$ cat src/rtl/ecpmc_pkg.sv
`default_nettype none

package ecpmc_pkg;

    // Field widths of the request and result items
    localparam int MOTOR_W    = 2;
    localparam int COUNT_W    = 16;
    localparam int CUR_W      = 16;
    localparam int MODE_W     = 2;
    localparam int TGT_W      = 32;
    localparam int DRIVE_W    = 16;
    localparam int SPEED_W    = 17;
    localparam int POS_W      = 32;

    // Configuration
    localparam int GAIN_W     = 24;
    localparam int LIM_W      = 15;
    localparam int CFG_IDX_W  = 3;
    localparam int CFG_DATA_W = 24;
    localparam logic [LIM_W-1:0] SPEED_LIMIT_RST = 15'd10000;

    // Datapath widths
    localparam int INTEG_W    = 32;
    localparam int ERR_W      = 34;   // Q16.16 error plus headroom
    localparam int PROD_W     = 59;   // ERR_W x (GAIN_W + sign)
    localparam int DIFF_W     = 18;   // raw count difference
    localparam int FRAC_W     = 16;   // Q16.16 fraction bits
    localparam int TQ_SHIFT   = 8;    // Q8.8 current times Q8.16 kt to Q16.16
    localparam int TQ_OUT_SHIFT = 32; // torque error times kp to duty

    localparam int MOTORS_DEF = 4;

    typedef enum logic [MODE_W-1:0] {
        MODE_OFF      = 2'd0,
        MODE_TORQUE   = 2'd1,
        MODE_SPEED    = 2'd2,
        MODE_POSITION = 2'd3
    } t_mode;

    typedef enum logic [CFG_IDX_W-1:0] {
        REG_SPEED_KP    = 3'd0,
        REG_SPEED_KI_DT = 3'd1,
        REG_SPEED_LIMIT = 3'd2,
        REG_POS_KP      = 3'd3,
        REG_POS_KI_DT   = 3'd4,
        REG_POS_LIMIT   = 3'd5,
        REG_TORQUE_KP   = 3'd6,
        REG_TORQUE_KT   = 3'd7
    } t_cfg_reg;

    // Operand pair of the shared multiplier
    typedef enum logic [2:0] {
        MUL_CUR_KT  = 3'd0,
        MUL_ERR_TKP = 3'd1,
        MUL_ERR_PKI = 3'd2,
        MUL_ERR_PKP = 3'd3,
        MUL_ERR_SKI = 3'd4,
        MUL_ERR_SKP = 3'd5
    } t_mul_sel;

    typedef struct packed {
        logic     capture;
        logic     unwrap;
        logic     mul_en;
        t_mul_sel mul_sel;
        logic     t_err;
        logic     t_sat;
        logic     p_err;
        logic     p_integ;
        logic     p_cmd;
        logic     s_err;
        logic     s_integ;
        logic     s_out;
        logic     out_load;
    } t_dp_cmd;

    typedef struct packed {
        logic  in_range;
        logic  enabled;
        t_mode mode;
    } t_dp_status;

    // Arithmetic shift right that truncates toward zero
    function automatic logic signed [PROD_W-1:0] shr_tz(
        input logic signed [PROD_W-1:0] v,
        input int unsigned              n
    );
        logic signed [PROD_W-1:0] bias;
        bias = v[PROD_W-1] ? ((PROD_W'(1) <<< n) - PROD_W'(1)) : '0;
        return (v + bias) >>> n;
    endfunction

    // Clamp to +/- (lim << 16)
    function automatic logic signed [PROD_W-1:0] clamp_lim(
        input logic signed [PROD_W-1:0] v,
        input logic [LIM_W-1:0]         lim
    );
        logic signed [PROD_W-1:0] hi;
        hi = $signed(PROD_W'({lim, {FRAC_W{1'b0}}}));
        if (v > hi) begin
            return hi;
        end else if (v < -hi) begin
            return -hi;
        end
        return v;
    endfunction

    function automatic logic signed [DRIVE_W-1:0] sat_drive(
        input logic signed [PROD_W-1:0] v
    );
        logic signed [PROD_W-1:0] hi;
        logic signed [PROD_W-1:0] lo;
        hi = PROD_W'(32767);
        lo = -PROD_W'(32768);
        if (v > hi) begin
            return DRIVE_W'(hi);
        end else if (v < lo) begin
            return DRIVE_W'(lo);
        end
        return DRIVE_W'(v);
    endfunction

endpackage

`default_nettype wire

$ cat src/rtl/ecpmc_ctrl.sv
`default_nettype none

module ecpmc_ctrl (
    input  logic                  i_clk,
    input  logic                  i_rst_n,
    input  logic                  i_in_valid,
    output logic                  o_in_ready,
    input  logic                  i_out_ready,
    output logic                  o_out_valid,
    input  ecpmc_pkg::t_dp_status i_status,
    output ecpmc_pkg::t_dp_cmd    o_cmd
);

    typedef enum logic [14:0] {
        ST_IDLE   = 15'b000000000000001,
        ST_UNWRAP = 15'b000000000000010,
        ST_T_MUL1 = 15'b000000000000100,
        ST_T_ERR  = 15'b000000000001000,
        ST_T_MUL2 = 15'b000000000010000,
        ST_T_SAT  = 15'b000000000100000,
        ST_P_ERR  = 15'b000000001000000,
        ST_P_MULI = 15'b000000010000000,
        ST_P_MULP = 15'b000000100000000,
        ST_P_CMD  = 15'b000001000000000,
        ST_S_ERR  = 15'b000010000000000,
        ST_S_MULI = 15'b000100000000000,
        ST_S_MULP = 15'b001000000000000,
        ST_S_OUT  = 15'b010000000000000,
        ST_DONE   = 15'b100000000000000
    } t_state;

    t_state r_state, n_state;
    logic   r_out_valid, n_out_valid;

    always_comb begin
        n_state       = r_state;
        o_cmd         = '0;
        o_cmd.mul_sel = ecpmc_pkg::MUL_CUR_KT;
        o_in_ready    = 1'b0;
        unique case (r_state)
            ST_IDLE: begin
                o_in_ready = 1'b1;
                if (i_in_valid) begin
                    o_cmd.capture = 1'b1;
                    n_state       = ST_UNWRAP;
                end
            end
            ST_UNWRAP: begin
                o_cmd.unwrap = 1'b1;
                if (!i_status.in_range || !i_status.enabled) begin
                    n_state = ST_DONE;
                end else begin
                    unique case (i_status.mode)
                        ecpmc_pkg::MODE_TORQUE:   n_state = ST_T_MUL1;
                        ecpmc_pkg::MODE_SPEED:    n_state = ST_S_ERR;
                        ecpmc_pkg::MODE_POSITION: n_state = ST_P_ERR;
                        default:                  n_state = ST_DONE;
                    endcase
                end
            end
            ST_T_MUL1: begin
                o_cmd.mul_en  = 1'b1;
                o_cmd.mul_sel = ecpmc_pkg::MUL_CUR_KT;
                n_state       = ST_T_ERR;
            end
            ST_T_ERR: begin
                o_cmd.t_err = 1'b1;
                n_state     = ST_T_MUL2;
            end
            ST_T_MUL2: begin
                o_cmd.mul_en  = 1'b1;
                o_cmd.mul_sel = ecpmc_pkg::MUL_ERR_TKP;
                n_state       = ST_T_SAT;
            end
            ST_T_SAT: begin
                o_cmd.t_sat = 1'b1;
                n_state     = ST_DONE;
            end
            ST_P_ERR: begin
                o_cmd.p_err = 1'b1;
                n_state     = ST_P_MULI;
            end
            ST_P_MULI: begin
                o_cmd.mul_en  = 1'b1;
                o_cmd.mul_sel = ecpmc_pkg::MUL_ERR_PKI;
                n_state       = ST_P_MULP;
            end
            ST_P_MULP: begin
                // integrate with the ki product while kp is multiplied
                o_cmd.mul_en  = 1'b1;
                o_cmd.mul_sel = ecpmc_pkg::MUL_ERR_PKP;
                o_cmd.p_integ = 1'b1;
                n_state       = ST_P_CMD;
            end
            ST_P_CMD: begin
                o_cmd.p_cmd = 1'b1;
                n_state     = ST_S_ERR;
            end
            ST_S_ERR: begin
                o_cmd.s_err = 1'b1;
                n_state     = ST_S_MULI;
            end
            ST_S_MULI: begin
                o_cmd.mul_en  = 1'b1;
                o_cmd.mul_sel = ecpmc_pkg::MUL_ERR_SKI;
                n_state       = ST_S_MULP;
            end
            ST_S_MULP: begin
                o_cmd.mul_en  = 1'b1;
                o_cmd.mul_sel = ecpmc_pkg::MUL_ERR_SKP;
                o_cmd.s_integ = 1'b1;
                n_state       = ST_S_OUT;
            end
            ST_S_OUT: begin
                o_cmd.s_out = 1'b1;
                n_state     = ST_DONE;
            end
            ST_DONE: begin
                if (!r_out_valid || i_out_ready) begin
                    o_cmd.out_load = 1'b1;
                    n_state        = ST_IDLE;
                end
            end
            default: n_state = ST_IDLE;
        endcase
    end

    always_comb begin
        if (o_cmd.out_load) begin
            n_out_valid = 1'b1;
        end else if (i_out_ready) begin
            n_out_valid = 1'b0;
        end else begin
            n_out_valid = r_out_valid;
        end
    end

    always_ff @(posedge i_clk) begin
        if (!i_rst_n) begin
            r_state     <= ST_IDLE;
            r_out_valid <= 1'b0;
        end else begin
            r_state     <= n_state;
            r_out_valid <= n_out_valid;
        end
    end

    assign o_out_valid = r_out_valid;

endmodule

`default_nettype wire

$ cat config.mk
export PLATFORM = sky130hd
export DESIGN_NAME = ecpmc_ctrl
export DESIGN_NICKNAME = d
export VERILOG_FILES = /design/src/rtl/ecpmc_pkg.sv /design/src/rtl/ecpmc_ctrl.sv
export SDC_FILE = /design/constraint.sdc
export NUM_CORES = 1
export LEC_CHECK = 0
export BUFFER_PORTS_ARGS = -buffer_cell sky130_fd_sc_hd__buf_4
export CAP_MARGIN = 15
export CORE_UTILIZATION = 40
export DETAILED_ROUTE_END_ITERATION = 6
export GPL_ROUTABILITY_DRIVEN = 1
export PLACE_DENSITY_LB_ADDON = 0.08
export SETUP_SLACK_MARGIN = 0.02
export SLEW_MARGIN = 25
export SYNTH_ARGS = -nofsm -noshare
export SYNTH_HDL_FRONTEND = slang
export SYNTH_SLANG_ARGS = --single-unit
$ cat constraint.sdc
create_clock -name i_clk -period 3.3 [get_ports i_clk]
set_input_delay 0.165 -clock i_clk [delete_from_list [all_inputs] [get_ports i_clk]]
set_output_delay 0.165 -clock i_clk [all_outputs]
set_load 0.02 [all_outputs]
# Word level (Yosys, flattened, before mapping)
# Cells that the tools add are included.
# Widths: inputs -> output; s select.
# classes
n_addsub	0
n_mul	0
div_mod_pow	0
order_cmp	0
eq_ne	20
n_shift	0
muxes	22
bitwise_logic	0
reduce_logical	8
# ops
cell	n
$pmux 15 s14	1
$mux 15	3
$pmux 15 s3	1
$pmux 4 s6	1
$mux 1	16
$eq 15x1->1 const B	1
$eq 15x10->1 const B	1
$eq 15x11->1 const B	1
$eq 15x12->1 const B	1
$eq 15x13->1 const B	1
$eq 15x14->1 const B	1
$eq 15x15->1 const B	1
$eq 15x2->1 const B	1
$eq 15x3->1 const B	1
$eq 15x4->1 const B	1
$eq 15x5->1 const B	1
$eq 15x6->1 const B	1
$eq 15x7->1 const B	1
$eq 15x8->1 const B	1
$eq 15x9->1 const B	1
$eq 2x2->1 const B	2
$ne 2x2->1 const B	2
$logic_not 1->1	3
$eq 2x1->1 const B	1
4 further kinds	5
# word_totals
reg_bits	16
latch_bits	0
mem_bits_rw	0
rom_bits	0
in_bits	8
n_memories	0

# Longest topological paths before layout
# Gate-level depths: netlist of the first run.
# logic_depth
depth_word	5
ltp_mapped	6
mapped_depth_nobuf	5

# Worst setup path before layout of the first run
# Ideal clock, no wire load.
# synth_path
path_kind	reg-to-output
start	register r_state[10]
end	output port o_cmd[12] (netlist name)
arrival_ps	1611
required_ps	3135
slack_ps	1524
path_stages_with_launch	7
path_buffers	1
path_cell_list	dfxtp_1 > buf_6 > nor4_4 > nand4b_1 > a21oi_1 > a41oi_1 > nand2_1
# synth_rtl
element	line	text
from (decl)	ecpmc_ctrl.sv:32	t_state r_state, n_state;
from (signal assigned)	ecpmc_ctrl.sv:143	r_state <= n_state;
to (decl)	ecpmc_ctrl.sv:11	output ecpmc_pkg::t_dp_cmd o_cmd

==> out/metrics.yaml, run 1 <==
layout:
  areaGrowthSynthToFinish_pct: 19.28
  fillers: 234
  final_nets: 152
  stdcell_count: 170
  diodes: 0
  drive_gt1_share_pct: 26.76
  finalInstanceArea_mm2: 0.001207
global_route:
  busiest_layer: "met2"
  grt_max_degree: 11
  antenna_found_initial: 0
  grt_pass1_wl_um: 4091
  grt_overflow: 0
  grt.total_usage_pct: 20.73
  globalRouteMet3Util_pct: 1.739
  use_met2_pct: 32.91
  grtUsageMet1_pct: 27.21
  grt_pass1_vias: 895
floorplan:
  fp.dieW_um: 52.31
  io_pins: 25
  start_util_pct: 44.06
  fp-row-count: 17
  dieArea_mm2: 0.002736
  die_h_um: 52.31
  coreArea_mm2: 0.002297
synthesis:
  synthTopCellsByArea: "dfxtp_1, nor4_4, nor4b_1"
  ys_seq_area_share_pct: 31.64
  synth_area_mm2: 0.001012
  synth.top_cell.area_share_pct: 31.64
  yosys.area_share.xor_xnor_pct: 3.461
  synth_top_family_by_area: "simple AND/OR/NAND/NOR gates"
  synthArstFlopShare_pct: 0
  yosysWarnings: 0
  synth_ff_type: "dfxtp_1"
  synth_compound_area_share_pct: 9.518
  synthCells: 120
  synthSimpleGateAreaFrac_pct: 48.21
  syn_nets: 128
  synthDistinctLibCells: 41
  synthMuxAreaShare_pct: 0
  yosysMostFrequentCell: "dfxtp_1"
  synth_top_cells_by_count: "dfxtp_1, nor2_1, nand2_1, inv_1, nand3_1"
  synth_edf_count: 0
  ys_ff_latch: 16
  yosys.area_share.adder_pct: 0
  synth_top_cell_by_area: "dfxtp_1"
  synth_area_per_cell_um2: 8.435
place:
  hpwlAfterDp_um: 1898
  placedCellCount: 167
  io_buffer_count: 24
  place_area_mm2: 0.001185
  dpl_worst_slack_ns: 1.300
  gp_congestion: 0.8558
clocking:
  ctsHoldBuffers: 0
  clkTransAtPathRegs_ns: 0.09
  clk_latency_ns: 0.28
  cts_buffers: 3
  post_cts_buffers: 0
  cts_tree: "done"
  clock_path_buffers: 2
  cts_root_buf: "clkbuf_4"
  h-tree-depth: 1
  cts.sinks: 16
  cts_resized: 0
worst_setup_path:
  worst_r2r_endpoint: "r_state[0]$_SDFFE_PN1P_"
  r2r_cells: 5
  worstSetupPathType: "flip-flop to output pin"
  path_max_fanout: 9
  startpoint_type: "flip-flop"
  r2r_slack_ns: 1.37
  worstSetupEndpointType: "output pin"
  arrival_ns: 2.15
  rr_startpoint: "r_state[8]$_SDFFE_PN0P_"
  worstPathRequired_ns: 3.13
hold_path:
  min_path_cells: 2
  hold_end: "r_state[2]$_SDFFE_PN0P_"
  hp-start: "i_status[1]"
  holdCritPathClass: "input port to flip-flop"
timing:
  min_period_over_period_pct: 70.11
  max-slew-margin-rel_pct: 62.80
  timing.setup.tns_ns: 0
  setup_violations: 0
  worstMarginPinSlew_ns: 0.5550
  period_minus_slack_ns: 2.314
  fin_ws_ns: 0.9864
  timing.fmax_mhz: 432.2
  hold_viol: 0
  maxSlewViolCount: 0
  rsz0062_at_grt: "false"
  clock_skew_ns: 0.001353
pwr:
  vdd_drop_max_v: 0.0002949
  leakagePower_uw: 0.0005441
  powerDensity_mw_per_mm2: 451.8
detailed_routing:
  drc: 0
  vias: 977
  antenna_left: 0
  dr.pass1.iters: 4
  viasPerCell: 5.747
  routedWlPerCell_um: 14.23
  drtIter0Drc: 22
  wl_um: 2419
run_status:
  status: "finished clean"
flow_run:
  drv_cap: 0
## through the flow
stage | util, % | total power, uW | hold slack, ns
2_1_floorplan | - | 383.8 | 0.2374
3_3_place_gp | 51.58 | 443.5 | 0.3534
3_5_place_dp | 51.58 | 444.2 | 0.3555
4_1_cts | 52.56 | 547.8 | 0.05335
5_1_grt | 52.56 | 578.9 | 0.06682
6_report | 52.56 | 545.5 | 0.05443
## final cells by class
| cell class | count | area [um^2] | share of cell area, % |
|---|---|---|---|
| Timing Repair Buffer | 24 | 180.2 | 14.92 |
| Tap cell | 28 | 35.03 | 2.902 |
| Clock buffer | 3 | 22.52 | 1.865 |
| Inverter | 8 | 30.03 | 2.487 |
| Multi-Input combinational cell | 91 | 619.3 | 51.30 |
| Sequential cell | 16 | 320.3 | 26.53 |
## worst max-delay path: stages (launching register included)
cell and delay (ns):
dfxtp_1 0.43, nor4_4 0.45, and2_4 0.25, nand3_1 0.10
or3b_1 0.43, inv_1 0.07, buf_4 0.13
## where the power goes
group	leakage (uW)	switching, uW	internal [uW]
logic	0.000401	118	101
registers	0.000130	20.0	205
clock network	0.0000138	60.1	42.4
## kinds of logic after synthesis
group                  Yosys count
flip-flops                      16
AND/OR/NAND/NOR                 73
AO/OA/AOI/OAI                   14
buffers and inverters           13
XOR/XNOR                         4
## worst max path at each step
stage | start | to | depth (start not counted)
finish | r_state[5]$_SDFFE_PN0P_ | o_cmd[8] | 6
global route | r_state[5]$_SDFFE_PN0P_ | o_cmd[8] | 6
CTS | r_state[5]$_SDFFE_PN0P_ | o_cmd[8] | 6
detailed placement | r_state[5]$_SDFFE_PN0P_ | o_cmd[8] | 6
global placement | r_state[5]$_SDFFE_PN0P_ | o_cmd[8] | 6
floorplan | r_state[10]$_SDFFE_PN0P_ | o_cmd[12] | 6
## placed cells by master, fill, tap and decap left out, drive strengths merged, types with 2 or more instances in the layout
cell type   n
inv         8
nor4        4
xor2        2
o21ai       3
buf        24
nor4b       7
and4        2
nand4       4
clkbuf      3
and2        4
nor3        7
nor2       13
dfxtp      16
nand2       9
and3        4
nand4b      2
a21oi       3
nand3       8
nand3b      4
xnor2       2
## routing by layer
metal  vias up  routed length [um]
met4         0                  63
met5         -                   0
li1        488                   -
met3         6                  94
met1       452                1173
met2        31                1089
## registers in the layout, indices dropped and copies added, names as in the netlist
name / cells
r_state: 15
o_out_valid: 1
Power figures use the tool's default switching activity.
==> inputs of run 2 (changes only) <==
Clock period 3.3 ns to 2.3 ns, I/O delays scaled along.
==> run 2 against run 1 <==
Design area grew 1.9%; via count shrank 0.31%; first-iteration DRC count grew 27%; critical path depth is the same; worst hold slack lost 0.048 ns; core utilization grew 0.98 points; register-to-register slack lost 0.94 ns; setup slack lost 0.78 ns; largest power group is now combinational cells; highest routed layer unchanged.
==> out/metrics.yaml, run 2 (synthesis results as in run 1) <==
clocking:
  cts_tree: "done"  # unchanged
  cts_resized: 0  # unchanged
  clock_path_buffers: 2  # unchanged
  ctsHoldBuffers: 0  # unchanged
  clk_latency_ns: 0.28  # about the same
  post_cts_buffers: 0  # unchanged
  cts_buffers: 3  # unchanged
  clkTransAtPathRegs_ns: 0.09  # about the same
  h-tree-depth: 1  # unchanged
  cts.sinks: 16  # unchanged
  cts_root_buf: "clkbuf_4"  # unchanged
timing:
  rsz0062_at_grt: "false"  # unchanged
  worstMarginPinSlew_ns: 0.4770  # was 0.5550 ns
  max-slew-margin-rel_pct: 67.96  # was 62.80%
  timing.setup.tns_ns: 0  # unchanged
  maxSlewViolCount: 0  # unchanged
  clock_skew_ns: 0.003726  # was 0.001353 ns
  min_period_over_period_pct: 91.05
  setup_violations: 0  # unchanged
  period_minus_slack_ns: 2.094
  timing.fmax_mhz: 477.5
  fin_ws_ns: 0.2058  # was 0.9864 ns
  hold_viol: 0  # unchanged
detailed_routing:
  viasPerCell: 5.630  # was 5.747
  drc: 0  # unchanged
  wl_um: 2368  # was 2419 um
  antenna_left: 0  # unchanged
  routedWlPerCell_um: 13.69  # was 14.23 um
  dr.pass1.iters: 4  # unchanged
  vias: 974  # was 977
  drtIter0Drc: 28  # was 22
flow_run:
  drv_cap: 0  # unchanged
place:
  io_buffer_count: 24  # unchanged
  gp_congestion: 0.8120  # was 0.8558
  dpl_worst_slack_ns: 0.3564  # was 1.300 ns
  hpwlAfterDp_um: 1842  # was 1898 um
floorplan:
  start_util_pct: 44.06  # unchanged
  fp.dieW_um: 52.31  # unchanged
  fp-row-count: 17  # unchanged
  dieArea_mm2: 0.002736  # unchanged
  die_h_um: 52.31  # unchanged
  io_pins: 25  # unchanged
  coreArea_mm2: 0.002297  # unchanged
hold_path:
  min_path_cells: 2  # unchanged
  hold_end: "r_state[2]$_SDFFE_PN0P_"  # unchanged
  holdCritPathClass: "input port to flip-flop"  # unchanged
  hp-start: "i_status[1]"  # unchanged
run_status:
  status: "finished clean"  # unchanged
layout:
  drive_gt1_share_pct: 28.28  # was 26.76%
  largest_reg_flops: 15  # unchanged
  regMostFlops: "r_state"  # unchanged
  diodes: 0  # unchanged
  final_common_cell: "buf_4"  # unchanged
  final_cell_mix: "buf_4, dfxtp_1, nor2_1"  # unchanged
  areaGrowthSynthToFinish_pct: 21.51  # was 19.28%
  final_nets: 155  # was 152
pwr:
  p_seq_share_pct: 40.4  # was 41.2%
  swShare_pct: 35.48  # was 36.24%
  leakagePower_uw: 0.0005579  # was 0.0005441 uW
  power_uw: 795.7  # was 545.5 uW
  p_int_uw: 513.4  # was 347.8 uW
  p_comb_share_pct: 41.5  # was 40.0%
  powerDensity_mw_per_mm2: 647.0  # was 451.8 mW/mm^2
  pwr-share-clk_pct: 18.1  # was 18.8%
  vdd_drop_max_v: 0.0003869  # was 0.0002949 V
  p_switching_uw: 282.3  # was 197.7 uW
worst_setup_path:
  worst_r2r_endpoint: "r_state[0]$_SDFFE_PN1P_"  # unchanged
  startpoint_type: "flip-flop"  # unchanged
  r2r_cells: 5  # unchanged
  path_max_fanout: 7  # was 9
  rr_startpoint: "r_state[8]$_SDFFE_PN0P_"  # unchanged
  worstPathRequired_ns: 2.18  # was 3.13 ns
  arrival_ns: 1.98  # was 2.15 ns
  worstSetupEndpointType: "output pin"  # unchanged
  worstSetupPathType: "flip-flop to output pin"  # unchanged
  r2r_slack_ns: 0.43  # was 1.37 ns
global_route:
  grt_max_degree: 11  # unchanged
  grt_pass1_vias: 891  # was 895
  grt_overflow: 0  # unchanged
  grt_pass1_wl_um: 4015  # was 4091 um
  antenna_found_initial: 0  # unchanged
  grt.total_usage_pct: 19.90  # was 20.73%
## run 2: cell types whose count changed in the layout (fill, tap and decap cells not counted)
cell	delta
buf_4	+3
## run 2: critical path, stage by stage, from the launching register on
cell     delay, ns
dfxtp_1       0.39
nor4_4        0.34
and2_4        0.23
nand3_1       0.10
or3b_1        0.43
inv_1         0.07
buf_4         0.13
## run 2: area by class of cell
| type | count | area [um^2] |
|---|---|---|
| Clock buffer | 3 | 22.52 |
| Fill cell | 219 | 1067 |
| Inverter | 8 | 30.03 |
| Multi-Input combinational cell | 91 | 619.3 |
| Sequential cell | 16 | 320.3 |
| Tap cell | 28 | 35.03 |
| Timing Repair Buffer | 27 | 202.7 |
## run 2: power by group through the flow
stage | logic (uW) | clock network (uW) | registers (uW)
floorplan | 227 | 0 | 324
global placement | 321 | 0 | 328
global route | 362 | 160 | 326
finish | 330 | 144 | 322
CTS | 326 | 148 | 322
detailed placement | 323 | 0 | 329
## run 2: how the worst max path moves through the flow
| stage | slack [ns] | startpoint | depth (start not counted) | end |
|---|---|---|---|---|
| 2_1_floorplan | 0.57 | r_state[10]$_SDFFE_PN0P_ | 6 | o_cmd[12] |
| 3_3_place_gp | 0.34 | r_state[5]$_SDFFE_PN0P_ | 6 | o_cmd[8] |
| 3_5_place_dp | 0.36 | r_state[5]$_SDFFE_PN0P_ | 6 | o_cmd[8] |
| 4_1_cts | 0.04 | r_state[5]$_SDFFE_PN0P_ | 6 | o_cmd[8] |
| 5_1_grt | 0.06 | r_state[4]$_SDFFE_PN0P_ | 6 | o_cmd[8] |
| 6_report | 0.21 | r_state[4]$_SDFFE_PN0P_ | 6 | o_cmd[8] |
## run 2: metrics by stage
step                      instance area, um^2  util (%)  cells  hold WS, ns
after floorplan                          1012         -    120       0.1874
after global placement                   1200     52.23    169       0.3037
after detailed placement                 1200     52.23    169       0.3080
after CTS                                1222     53.21    172     0.008330
after global routing                     1230     53.54    173      0.01579
final                                    1230     53.54    173     0.006893
## run 2: routing by layer
| layer | wire [um] | track usage (%) | vias to the layer above |
|---|---|---|---|
| li1 | - | - | 490 |
| met1 | 1148 | 26.36 | 451 |
| met2 | 1094 | 32.49 | 28 |
| met3 | 87 | 2.319 | 5 |
| met4 | 38 | 7.895 | 0 |
| met5 | 0 | 0 | - |
